[src/hw/rtl/rrss_pkg.sv]
// shared constants and types for the round-robin slice scheduler
package rrss_pkg;

   localparam int MAX_PROCS    = 16;
   localparam int SLOT_W       = $clog2(MAX_PROCS);
   localparam int COUNT_W      = $clog2(MAX_PROCS + 1);
   localparam int BURST_W      = 16;
   localparam int QUANTUM_W    = 8;
   localparam int PROC_INDEX_W = 4;
   localparam int RSP_DATA_W   = 16;

   localparam logic [QUANTUM_W-1:0] QUANTUM_RESET = QUANTUM_W'(4);

   localparam logic REQ_ADD  = 1'b0;
   localparam logic REQ_NEXT = 1'b1;

   typedef struct packed {
      logic add;
      logic start;
      logic advance;
      logic grant;
      logic none;
   } rrss_cmd_type;

   typedef struct packed {
      logic hit;
      logic last;
      logic out_free;
   } rrss_status_type;

endpackage

[src/hw/rtl/rrss_ctrl.sv]
// control state machine for the round-robin slice scheduler
module rrss_ctrl
   import rrss_pkg::*;
(
   input  logic            clock,
   input  logic            reset,
   input  logic            req_tvalid,
   input  logic            req_tuser,
   output logic            req_tready,
   input  rrss_status_type status,
   output rrss_cmd_type    cmd
);

   localparam logic ST_IDLE = 1'b0;
   localparam logic ST_SCAN = 1'b1;

   logic state_ff;
   logic state_in;

   always_comb begin
      state_in   = state_ff;
      req_tready = 1'b0;
      cmd        = '0;
      case (state_ff)
         ST_IDLE: begin
            req_tready = 1'b1;
            if (req_tvalid) begin
               if (req_tuser == REQ_ADD) begin
                  cmd.add = 1'b1;
               end else begin
                  cmd.start = 1'b1;
                  state_in  = ST_SCAN;
               end
            end
         end
         ST_SCAN: begin
            if (status.hit) begin
               if (status.out_free) begin
                  cmd.grant = 1'b1;
                  state_in  = ST_IDLE;
               end
            end else if (status.last) begin
               if (status.out_free) begin
                  cmd.none = 1'b1;
                  state_in = ST_IDLE;
               end
            end else begin
               cmd.advance = 1'b1;
            end
         end
         default: begin
            state_in = ST_IDLE;
         end
      endcase
   end

   always_ff @(posedge clock) begin
      if (reset) begin
         state_ff <= ST_IDLE;
      end else begin
         state_ff <= state_in;
      end
   end

endmodule

[src/hw/rtl/rrss_datapath.sv]
// process table, cursor, slot walk and result register
module rrss_datapath
   import rrss_pkg::*;
(
   input  logic                  clock,
   input  logic                  reset,
   input  logic [BURST_W-1:0]    req_tdata,
   input  logic                  csr_we,
   input  logic [QUANTUM_W-1:0]  csr_wdata,
   input  rrss_cmd_type          cmd,
   output rrss_status_type       status,
   output logic                  rsp_tvalid,
   input  logic                  rsp_tready,
   output logic [RSP_DATA_W-1:0] rsp_tdata,
   output logic                  rsp_tuser
);

   logic [BURST_W-1:0]      burst_ff [MAX_PROCS];
   logic [COUNT_W-1:0]      count_ff;
   logic [SLOT_W-1:0]       cursor_ff;
   logic [SLOT_W-1:0]       idx_ff;
   logic [SLOT_W-1:0]       idx_in;
   logic [COUNT_W-1:0]      steps_ff;
   logic [QUANTUM_W-1:0]    quantum_ff;
   logic                    rsp_valid_ff;
   logic [PROC_INDEX_W-1:0] rsp_index_ff;
   logic [QUANTUM_W-1:0]    rsp_slice_ff;
   logic                    rsp_done_ff;

   logic [BURST_W-1:0]      rem;
   logic [QUANTUM_W-1:0]    q;
   logic [QUANTUM_W-1:0]    slice;
   logic [COUNT_W-1:0]      idx_plus;
   logic [SLOT_W-1:0]       idx_wrap;
   logic [SLOT_W-1:0]       start_slot;
   logic                    table_full;

   assign rem        = burst_ff[idx_ff];
   assign q          = (quantum_ff == '0) ? QUANTUM_W'(1) : quantum_ff;
   assign slice      = (rem < BURST_W'(q)) ? QUANTUM_W'(rem) : q;
   assign idx_plus   = COUNT_W'(idx_ff) + COUNT_W'(1);
   assign idx_wrap   = (idx_plus >= count_ff) ? '0 : idx_plus[SLOT_W-1:0];
   assign start_slot = (COUNT_W'(cursor_ff) < count_ff) ? cursor_ff : '0;
   assign table_full = (count_ff >= COUNT_W'(MAX_PROCS));

   assign status.hit      = (count_ff != '0) && (rem != '0);
   assign status.last     = (count_ff == '0) || ((steps_ff + COUNT_W'(1)) >= count_ff);
   assign status.out_free = !rsp_valid_ff || rsp_tready;

   always_comb begin
      idx_in = idx_ff;
      if (cmd.start) begin
         idx_in = start_slot;
      end else if (cmd.advance) begin
         idx_in = idx_wrap;
      end
   end

   always_ff @(posedge clock) begin
      if (cmd.add && !table_full) begin
         burst_ff[count_ff[SLOT_W-1:0]] <= req_tdata;
      end else if (cmd.grant) begin
         burst_ff[idx_ff] <= rem - BURST_W'(slice);
      end
   end

   always_ff @(posedge clock) begin
      if (reset) begin
         count_ff     <= '0;
         cursor_ff    <= '0;
         idx_ff       <= '0;
         steps_ff     <= '0;
         quantum_ff   <= QUANTUM_RESET;
         rsp_valid_ff <= 1'b0;
      end else begin
         idx_ff <= idx_in;
         if (csr_we) begin
            quantum_ff <= csr_wdata;
         end
         if (cmd.add && !table_full) begin
            count_ff <= count_ff + COUNT_W'(1);
         end
         if (cmd.start) begin
            steps_ff <= '0;
         end else if (cmd.advance) begin
            steps_ff <= steps_ff + COUNT_W'(1);
         end
         if (cmd.grant) begin
            cursor_ff <= idx_wrap;
         end
         if (cmd.grant || cmd.none) begin
            rsp_valid_ff <= 1'b1;
         end else if (rsp_tready) begin
            rsp_valid_ff <= 1'b0;
         end
      end
   end

   always_ff @(posedge clock) begin
      if (cmd.grant) begin
         rsp_index_ff <= PROC_INDEX_W'(idx_ff);
         rsp_slice_ff <= slice;
         rsp_done_ff  <= 1'b0;
      end else if (cmd.none) begin
         rsp_index_ff <= '0;
         rsp_slice_ff <= '0;
         rsp_done_ff  <= 1'b1;
      end
   end

   assign rsp_tvalid = rsp_valid_ff;
   assign rsp_tdata  = RSP_DATA_W'({rsp_slice_ff, rsp_index_ff});
   assign rsp_tuser  = rsp_done_ff;

endmodule

[src/hw/rtl/round_robin_slice_scheduler_unit.sv]
// round-robin time-slice scheduler top level
// add item: accepted while idle, and the block stays idle for the item after it
// next item: walks the filled slots from the cursor, one table slot per cycle
// the walk sets the rate; it stalls at a hit or last slot until the output is free
// a result waits in the output register while the next item is accepted
// reset: synchronous, empties the table, cursor to 0, quantum to 4, no clearing pass
module round_robin_slice_scheduler_unit
   import rrss_pkg::*;
(
   input  logic                  clock,
   input  logic                  reset,
   input  logic                  req_tvalid,
   output logic                  req_tready,
   input  logic [BURST_W-1:0]    req_tdata,   // burst_length
   input  logic                  req_tuser,   // req_type
   output logic                  rsp_tvalid,
   input  logic                  rsp_tready,
   output logic [RSP_DATA_W-1:0] rsp_tdata,   // proc_index, slice_len, zero pad
   output logic                  rsp_tuser,   // all_done
   input  logic                  csr_we,
   input  logic [QUANTUM_W-1:0]  csr_wdata
);

   rrss_cmd_type    cmd;
   rrss_status_type status;

   rrss_ctrl u_ctrl (
      .clock      (clock),
      .reset      (reset),
      .req_tvalid (req_tvalid),
      .req_tuser  (req_tuser),
      .req_tready (req_tready),
      .status     (status),
      .cmd        (cmd)
   );

   rrss_datapath u_datapath (
      .clock      (clock),
      .reset      (reset),
      .req_tdata  (req_tdata),
      .csr_we     (csr_we),
      .csr_wdata  (csr_wdata),
      .cmd        (cmd),
      .status     (status),
      .rsp_tvalid (rsp_tvalid),
      .rsp_tready (rsp_tready),
      .rsp_tdata  (rsp_tdata),
      .rsp_tuser  (rsp_tuser)
   );

endmodule
[config.mk]
export PLATFORM = sky130hd
export DESIGN_NAME = round_robin_slice_scheduler_unit
export DESIGN_NICKNAME = d
export VERILOG_FILES = /design/src/hw/rtl/rrss_pkg.sv /design/src/hw/rtl/rrss_ctrl.sv /design/src/hw/rtl/rrss_datapath.sv /design/src/hw/rtl/round_robin_slice_scheduler_unit.sv
export SDC_FILE = /design/constraint.sdc
export NUM_CORES = 1
export LEC_CHECK = 0
export ABC_AREA = 1
export ABC_CLOCK_PERIOD_IN_PS = 5900
export BUFFER_PORTS_ARGS = -buffer_cell sky130_fd_sc_hd__buf_4
export CORE_ASPECT_RATIO = 0.8
export CORE_MARGIN = 1
export CORE_UTILIZATION = 40
export CTS_CLUSTER_SIZE = 25
export DETAILED_ROUTE_END_ITERATION = 10
export PLACE_DENSITY = 0.67
export SYNTH_ARGS = -nofsm -noshare
export SYNTH_HDL_FRONTEND = slang
export SYNTH_SLANG_ARGS = --single-unit
[constraint.sdc]
create_clock -name clock -period 5.9 [get_ports clock]
set_input_delay 0.59 -clock clock [delete_from_list [all_inputs] [get_ports clock]]
set_output_delay 0.59 -clock clock [all_outputs]
set_load 0.005 [all_outputs]
==> metrics.txt, run 1 <==
DRC violations left=0; Setup crit end=u_datapath.burst_ff[10][14]$_DFFE_PP_; FF-to-FF setup slack=750 ps; row cnt=60; WS Path Type=flip-flop to flip-flop; Post-synth ARST share=0; antenna violations before repair=0; top_reg_cell synth=edfxtp_1; H-tree depth=1; first-pass GRT wire length=53.37 mm; 1st-iter DRT viols=871; post-CTS sizing=0; combinational power share=0.129; CP Launch Type=flip-flop; vias in the first global route=9262; clock power share=0.376; Peak Freq=194.4 MHz; Initial Utilization=0.4057; overall die area=34780 sq um; Slowest cell on crit path=buf_4; worst-margin pin slew=about 850 ps; RSZ-0062 raised after global routing=no; Netlist Area Pre-Place=~14000 sq um; clk sink count=301; Post-synth EDFFs=between 200 and 300; Peak VDD IR=0.2679 mV; Syn. warnings=0; Hold WS=265.9 ps; final setup vio count=0; GPL Wtd Cong=0.9177; Max stage delay on crit path=570 ps; sequential area share after synthesis=0.6397; cts bufs inserted=29; clock-pin slew on the worst setup and hold paths=60 ps; shortest period the worst path allows=5145 ps; Arrival @ worst endpoint=5310 ps; clk_lat worst skew=550 ps; Die Ht=167.0 um; count of different cell masters after synthesis=47; post-layout util=0.4617; layout cell share with drive strength beyond 1=0.1402; IO buf count=44; Synth top area share=0.5912; Net Switching=1227 uW; Net Sw Frac=0.2548; worst endpoint required time=6060 ps; Worst R2R End=u_datapath.burst_ff[10][14]$_DFFE_PP_; sequential share of power=0.494; total track usage=0.1984; Synth Instances=1282; multi-input logic area=about 4100 sq um; gr ovfl total=0; worst hold start=csr_wdata[0]; most frequent cells in the layout=edfxtp_1, nor2_1, nand2_1; P_leak=about 0.0059 uW; post-route clock period utilization=0.8721; most frequent CP cell=nand2_1; most common cell after layout, fill and taps aside=edfxtp_1; number of synthesized register bits=approximately 300; chip width=between 200 and 250 um; Routed wire per std cell=19.18 um; Clock Tree Root=clkbuf_16; Area Overhead vs Synth=13.82%; CTS tree=built; Slew headroom=0.4316; NumNets Final=~1400; Fin Setup TNS=0 ps; Top delay family on crit path=simple AND/OR/NAND/NOR gates; worst r2r path cells=28; CTS Hold Bufs=0; 1st-pass router iterations=5; Detailed Route WL=34.57 mm; final max-slew violation count=0; Internal Power=3589 uW; final hold viol count=0; post-route ant nets=0; Worst Hold Class=input port to flip-flop; Tot Pwr=4817 uW; WP depth=28; CP Capture Type=flip-flop; vias per cell=between 5 and 6; # diodes=0; IO Pins=slightly below 50; CP Buf/Inv Count=4; status=finished, final reports clean; cell accounting for the most synthesized area=edfxtp_1; power density cells=310.9 nW/um^2; largest net degree at the start of global routing=83; fill count=3012; max-cap violations=0; HPWL Detailed=22.58 mm; top cells by area, synth=edfxtp_1, nor2_1, nand2_1; Sequential Area=8712 sq um; maximum buffer depth of the clock tree=3; via count=9619; setup bufs post-CTS=0; critical-path maximum fanout=52; final clock skew=~23 ps; Mean Syn Cell Area=10.62 sq um; core box area=approximately 34000 sq um
==> cell usage after synthesis (2+ instances only) <==
| cell | number |
|---|---|
| nand2_1 | 180 |
| a211oi_2 | 3 |
| nor2_2 | 3 |
| xor2_1 | 9 |
| nand4_1 | 8 |
| inv_2 | 9 |
| o21ai_2 | 2 |
| nand3_1 | 102 |
| nand2_2 | 5 |
| edfxtp_1 | 268 |
| o221ai_1 | 18 |
| nor3b_1 | 2 |
| nand3_2 | 5 |
| nor3_1 | 3 |
| o21ai_1 | 31 |
| a31oi_1 | 2 |
| inv_1 | 106 |
| o21bai_1 | 3 |
| nor3_2 | 2 |
| o22ai_1 | 6 |
| clkbuf_1 | 21 |
| nand3b_1 | 2 |
| buf_2 | 26 |
| nor2_1 | 199 |
| a21oi_2 | 2 |
| dfxtp_1 | 33 |
| a211oi_1 | 4 |
| o211ai_1 | 25 |
| o21ai_0 | 110 |
| ha_1 | 27 |
| a21oi_1 | 32 |
| buf_6 | 11 |
| nor4_1 | 4 |
| buf_4 | 6 |
==> worst register-to-register path: cells and delay by family (launching register included) <==
family          cells  cell delay, ps
simple gates       21            2250
compound gates      2             420
fa+ha+maj           1             390
buf+inv             4            1300
flops               1             420
==> sequential cells by signal, summed over array words and instances (netlist names), named ones only <==
register                 count
u_datapath.idx_ff            4
u_datapath.rsp_tvalid        1
u_datapath.count_ff          5
u_datapath.quantum_ff        8
u_datapath.cursor_ff         4
u_datapath.rsp_index_ff      4
u_datapath.steps_ff          5
u_datapath.rsp_tuser         1
u_datapath.burst_ff        256
u_ctrl.state_ff              1
u_datapath.rsp_slice_ff      8
==> power by group through the flow <==
stage / sequential, uW / clock [uW] / combinational [uW]
3_3_place_gp: 2430 / 0 / 601
6_report: 2380 / 1810 / 624
4_1_cts: 2380 / 1830 / 617
3_5_place_dp: 2430 / 0 / 613
5_1_grt: 2380 / 1920 / 691
2_1_floorplan: 2420 / 0 / 423
==> through the flow <==
step	std cells	setup slack, ps	instance area (sq um)
3_3_place_gp	1750	957.3	14560
2_1_floorplan	1285	1103	13620
3_5_place_dp	1750	827.5	14560
4_1_cts	1803	788.9	15490
6_report	1803	754.7	15490
5_1_grt	1803	214.6	15490
==> worst min-delay path by stage <==
stage	to	slack, ps	depth (start not counted)
6_report	u_datapath.quantum_ff[0]$_SDFFE_PP0P_	270	3
5_1_grt	u_datapath.quantum_ff[2]$_SDFFE_PP1P_	260	3
4_1_cts	u_datapath.quantum_ff[0]$_SDFFE_PP0P_	260	3
3_5_place_dp	u_datapath.steps_ff[4]$_SDFFE_PP0P_	470	2
3_3_place_gp	u_datapath.steps_ff[4]$_SDFFE_PP0P_	460	2
2_1_floorplan	u_datapath.cursor_ff[1]$_SDFFE_PP0P_	440	2
==> area by class of cell <==
class                   instances  share of cell area
clock inverters                12            0.005652
multi-input cells             803              0.2671
clock buffers                  41             0.05451
well taps                     434             0.03505
repair buffers                 96             0.04732
flip-flops and latches        301              0.5623
inverters                     116             0.02810
==> metal layers <==
metal	track usage	share of wire
met5	0	0
met4	0.04605	0.018
met3	0.02904	0.078
met2	0.3061	0.45
met1	0.2943	0.45
==> cells by family after synthesis <==
group,synth area share
AND/OR/NAND/NOR,0.1627
adder cells (fa/ha/maj),0.02629
AO/OA/AOI/OAI,0.1052
buffers and inverters,0.06002
XOR/XNOR,0.005791
other,0.0002755
flip-flops,0.6397
No activity file was read; power rests on OpenSTA's default activity.
==> run 2: changes to the inputs <==
- CORE_ASPECT_RATIO: 0.8 -> default
==> metrics.txt, run 2 (synthesis results as in run 1) <==
status=finished, final reports clean; Peak VDD IR=0.2156 mV; largest net degree at the start of global routing=144; final setup vio count=0; antenna violations before repair=0; vias in the first global route=9386; via count=9813; GPL Wtd Cong=0.9209; most common cell after layout, fill and taps aside=edfxtp_1; overall die area=about 35000 sq um; most frequent CP cell=nand2_1; Peak Freq=190.3 MHz; GR Util met3=0.03066; maximum buffer depth of the clock tree=3; cts bufs inserted=31; gr ovfl total=0; post-route clock period utilization=0.8907; Arrival @ worst endpoint=5450 ps; P_leak=just under 0.006 uW; Area Overhead vs Synth=14.67%; worst path cell trace=buf_12 -> o21ai_0 -> o221ai_1 -> o211ai_1 -> nand2_1 -> ha_1 -> a21oi_1 -> o21ai_0 -> nor3_2 -> nand2_2 -> o21ai_0 -> inv_1 -> fa_1 -> nor2_1 -> nor2_1 -> o21ai_1 -> nand2_1 -> nand2_1 -> nand2_1 -> nand2_1 -> nand2_1 -> nand3_1 -> nand2_1; shortest period the worst path allows=5255 ps; WS Path Type=flip-flop to flip-flop; final hold viol count=0; worst-margin pin slew=671.7 ps; grt met1 use=0.2796; Sequential Area=8712 sq um; busiest grt layer=met2; chip width=around 190 um; vias per cell=approximately 5.4; RSZ-0062 raised after global routing=no; Detailed Route WL=~35 mm; row cnt=67; 1st-iter DRT viols=967; clk sink count=301; worst endpoint required time=~6000 ps; first-pass GRT wire length=54.08 mm; layout cell share with drive strength beyond 1=0.1379; most frequent cells in the layout=edfxtp_1, nor2_1, nand2_1; # diodes=0; Top reg by flops=u_datapath.burst_ff; setup bufs post-CTS=0; H-tree depth=1; final max-slew violation count=0; post-layout util=0.4655; CP Capture Type=flip-flop; power density cells=324.6 nW/um^2; core box area=33530 sq um; DRC violations left=0; 1st-pass router iterations=5; Max stage delay on crit path=470 ps; CP Launch Type=flip-flop; Worst Hold Class=input port to flip-flop; fill count=3105; Fin Setup TNS=0 ps; Regs by FF count=u_datapath.burst_ff (256), u_datapath.quantum_ff (8), u_datapath.rsp_slice_ff (8); IO buf count=44; CTS Hold Bufs=0; multi-input logic area=4139 sq um; Initial Utilization=0.4060; critical-path maximum fanout=143; post-route ant nets=0; max-cap violations=0; clk_lat worst skew=570 ps; Slew headroom=0.5475; Slowest cell on crit path=fa_1; max reg flops=256; grt met2 use=0.3200; Die Ht=186.5 um; Tot Pwr=5068 uW; Routed wire per std cell=19.48 um; CTS tree=built; IO Pins=a little under 50; NumNets Final=1397; Clock Tree Root=clkbuf_16; clock-pin slew on the worst setup and hold paths=70 ps; post-CTS sizing=0; total track usage=0.1993; HPWL Detailed=21.37 mm; final clock skew=19.97 ps
[run 2: worst max-delay path: cells and delay by family (launching register included)]
kind / cells / cell delay [ps]
AND/OR/NAND/NOR: 12 / 1620
AO/OA/AOI/OAI: 7 / 1460
buffers and inverters: 2 / 520
adder cells (fa/ha/maj): 2 / 780
flip-flops: 1 / 370
[run 2: final cells by class]
class	count	share of cell area
inverter	116	0.02789
sequential	301	0.5581
timing repair buffer	86	0.04376
multi-input combinational	803	0.2651
tap	448	0.03591
clock buffer	32	0.04994
clock inverter	25	0.01924
[run 2: routing by layer]
metal	vias to the layer above	wire length, um
met5	-	0
met4	0	972
met3	85	2956
met2	423	16100
met1	4725	15240
li1	4580	-
[run 2: final timing paths]
check / start / endpoint / slack, ps / depth (start not counted)
setup / recovery: flip-flop / u_datapath.burst_ff[15][14]$_DFFE_PP_ / 640 / 23
hold reg to reg: u_datapath.cursor_ff[1]$_SDFFE_PP0P_ / u_datapath.cursor_ff[1]$_SDFFE_PP0P_ / 470 / 2
hold / removal: csr_we / u_datapath.quantum_ff[2]$_SDFFE_PP1P_ / 250 / 2
setup reg to reg: flip-flop / u_datapath.burst_ff[15][14]$_DFFE_PP_ / 640 / 23
[run 2: per-stage QoR]
stage / setup WS [ps] / std cells / instance area, sq um / hold slack, ps
finish: 644.8 / 1811 / 15610 / 246.1
CTS: 713.6 / 1811 / 15610 / 232.1
global placement: 890.9 / 1754 / 14530 / 463.2
global route: 175.7 / 1811 / 15610 / 247.3
detailed placement: 746.2 / 1754 / 14530 / 467.1
floorplan: 1103 / 1285 / 13620 / 440.3
[run 2: power by group]
group          switching [uW]  internal (uW)
clock                     809           1260
combinational             426            193
sequential               14.6           2360
total                    1250           3820
==> run 3: changes to the inputs <==
- CORE_UTILIZATION: 40 -> 50
- PLACE_DENSITY: 0.67 -> 0.78
==> metrics.txt, run 3 (synthesis results as in run 1) <==
clock-pin slew on the worst setup and hold paths=~60 ps; vias per cell=roughly 5.9; # diodes=0; Net Switching=around 1200 uW; via count=10040; P_leak=a little under 0.006 uW; worst r2r path cells=23; layout cell share with drive strength beyond 1=0.1297; Detailed Route WL=34.19 mm; shortest period the worst path allows=5377 ps; Top reg by flops=u_datapath.burst_ff; most frequent cells in the layout=edfxtp_1, nor2_1, nand2_1; setup bufs post-CTS=0; final setup vio count=0; chip width=167.0 um; CTS tree=built; Clock Tree Root=clkbuf_16; HPWL Detailed=21.19 mm; max reg flops=256; Routed wire per std cell=between 20 and 25 um; Post-Place Cells=1645; clk sink count=301; clock power share=0.374; gr ovfl total=0; clk_lat worst skew=540 ps; CP Capture Type=flip-flop; met2 WL=15.67 mm; worst-margin pin slew=892.0 ps; largest net degree at the start of global routing=83; IO Pins=49; Worst Hold Class=input port to flip-flop; vias in the first global route=9802; maximum buffer depth of the clock tree=3; antenna violations before repair=0; Fin Setup TNS=0 ps; H-tree depth=1; power density cells=312.8 nW/um^2; Regs by FF count=u_datapath.burst_ff (256), u_datapath.quantum_ff (8), u_datapath.rsp_slice_ff (8); Peak VDD IR=about 0.23 mV; final hold viol count=0; Peak Freq=186.0 MHz; IO buf count=44; Internal Power=~3600 uW; combinational power share=0.127; DRC violations left=0; Final Non-Filler Cells=1698; WS Path Type=flip-flop to flip-flop; Setup crit end=u_datapath.burst_ff[12][10]$_DFFE_PP_; Arrival @ worst endpoint=5540 ps; NumNets Final=1393; CP Launch Type=flip-flop; Worst R2R End=u_datapath.burst_ff[12][10]$_DFFE_PP_; Slew headroom=0.4045; sequential share of power=0.498; routed wl met3=~3.6 mm; total track usage=0.2471; 1st-pass router iterations=5; 1st-iter DRT viols=1017; max layer used=met4; Net Sw Frac=0.2516; status=finished, final reports clean; max-cap violations=0; post-layout util=0.5700; post-route clock period utilization=0.9114; DRT met1 WL=~14 mm; first-pass GRT wire length=53.44 mm; overall die area=27890 sq um; core box area=roughly 27000 sq um; placed inst area=around 14000 sq um; Area Overhead vs Synth=12.22%; Die Ht=approximately 170 um; Finished Cell Area=around 15000 sq um; post-route ant nets=0; FF-to-FF setup slack=between 500 and 600 ps; cts bufs inserted=29; final clock skew=~11 ps; worst endpoint required time=6070 ps; critical-path maximum fanout=23; most common cell after layout, fill and taps aside=edfxtp_1; row cnt=60; GPL Wtd Cong=0.9550; final max-slew violation count=0; Initial Utilization=0.5079; RSZ-0062 raised after global routing=no
## run 3: metal layers
metal  GRT usage  vias to the layer above
li1            -                     4571
met1      0.3354                     4767
met2      0.3913                      600
met3     0.04539                      101
met4      0.1055                        0
met5           0                        -
## run 3: metrics by stage
step	total power [uW]	hold slack (ps)	setup slack [ps]
6_report	4779	271.9	522.7
5_1_grt	4933	275.9	89.92
4_1_cts	4769	263.0	475.0
3_5_place_dp	3016	476.1	504.1
3_3_place_gp	2998	461.6	862.8
2_1_floorplan	2843	440.3	1103
## run 3: layout make-up
| class | count | area [sq um] |
|---|---|---|
| repair buffers | 84 | 655.6 |
| clock inverters | 14 | 115.1 |
| flip-flops and latches | 301 | 8712 |
| inverters | 116 | 435.4 |
| well taps | 341 | 426.7 |
| clock buffers | 39 | 793.3 |
| multi-input cells | 803 | 4139 |
| fillers | 2096 | 11520 |
## run 3: critical path, cell delays in order (launching register included)
cell and delay [ps]:
dfxtp_1 710, buf_4 380, o21ai_0 160, o221ai_1 260
o211ai_1 160, nand2_1 220, ha_1 290, a21oi_1 150
o21ai_0 120, nor3_2 210, nand2_2 120, o21ai_0 320
inv_1 120, fa_1 480, nor2_1 120, nor2_1 50
o21ai_1 280, nand2_1 80, nand2_1 110, nand2_1 140
nand2_1 90, nand2_1 50, nand3_1 80, nand2_1 300
## run 3: how the worst min path moves through the flow
stage                                               from                                    end  slack [ps]  cells past startpoint
global route                                csr_wdata[0]  u_datapath.quantum_ff[0]$_SDFFE_PP0P_         280                      3
finish                                      csr_wdata[0]  u_datapath.quantum_ff[0]$_SDFFE_PP0P_         270                      3
global placement     u_datapath.steps_ff[4]$_SDFFE_PP0P_    u_datapath.steps_ff[4]$_SDFFE_PP0P_         460                      2
CTS                                         csr_wdata[0]  u_datapath.quantum_ff[0]$_SDFFE_PP0P_         260                      3
detailed placement  u_datapath.cursor_ff[0]$_SDFFE_PP0P_   u_datapath.cursor_ff[0]$_SDFFE_PP0P_         480                      2
floorplan           u_datapath.cursor_ff[1]$_SDFFE_PP0P_   u_datapath.cursor_ff[1]$_SDFFE_PP0P_         440                      2
## run 3: power groups by stage
stage	combinational (uW)	sequential [uW]	clock (uW)
after global routing	673	2380	1880
after global placement	573	2420	0
after floorplan	423	2420	0
after CTS	597	2380	1790
final	608	2380	1790
after detailed placement	590	2430	0
## run 3: timing repair
action                                  4_1_cts  5_1_grt
hold buffers                                  0        0
resized for setup                             0        1
endpoints found under the setup margin        0       16
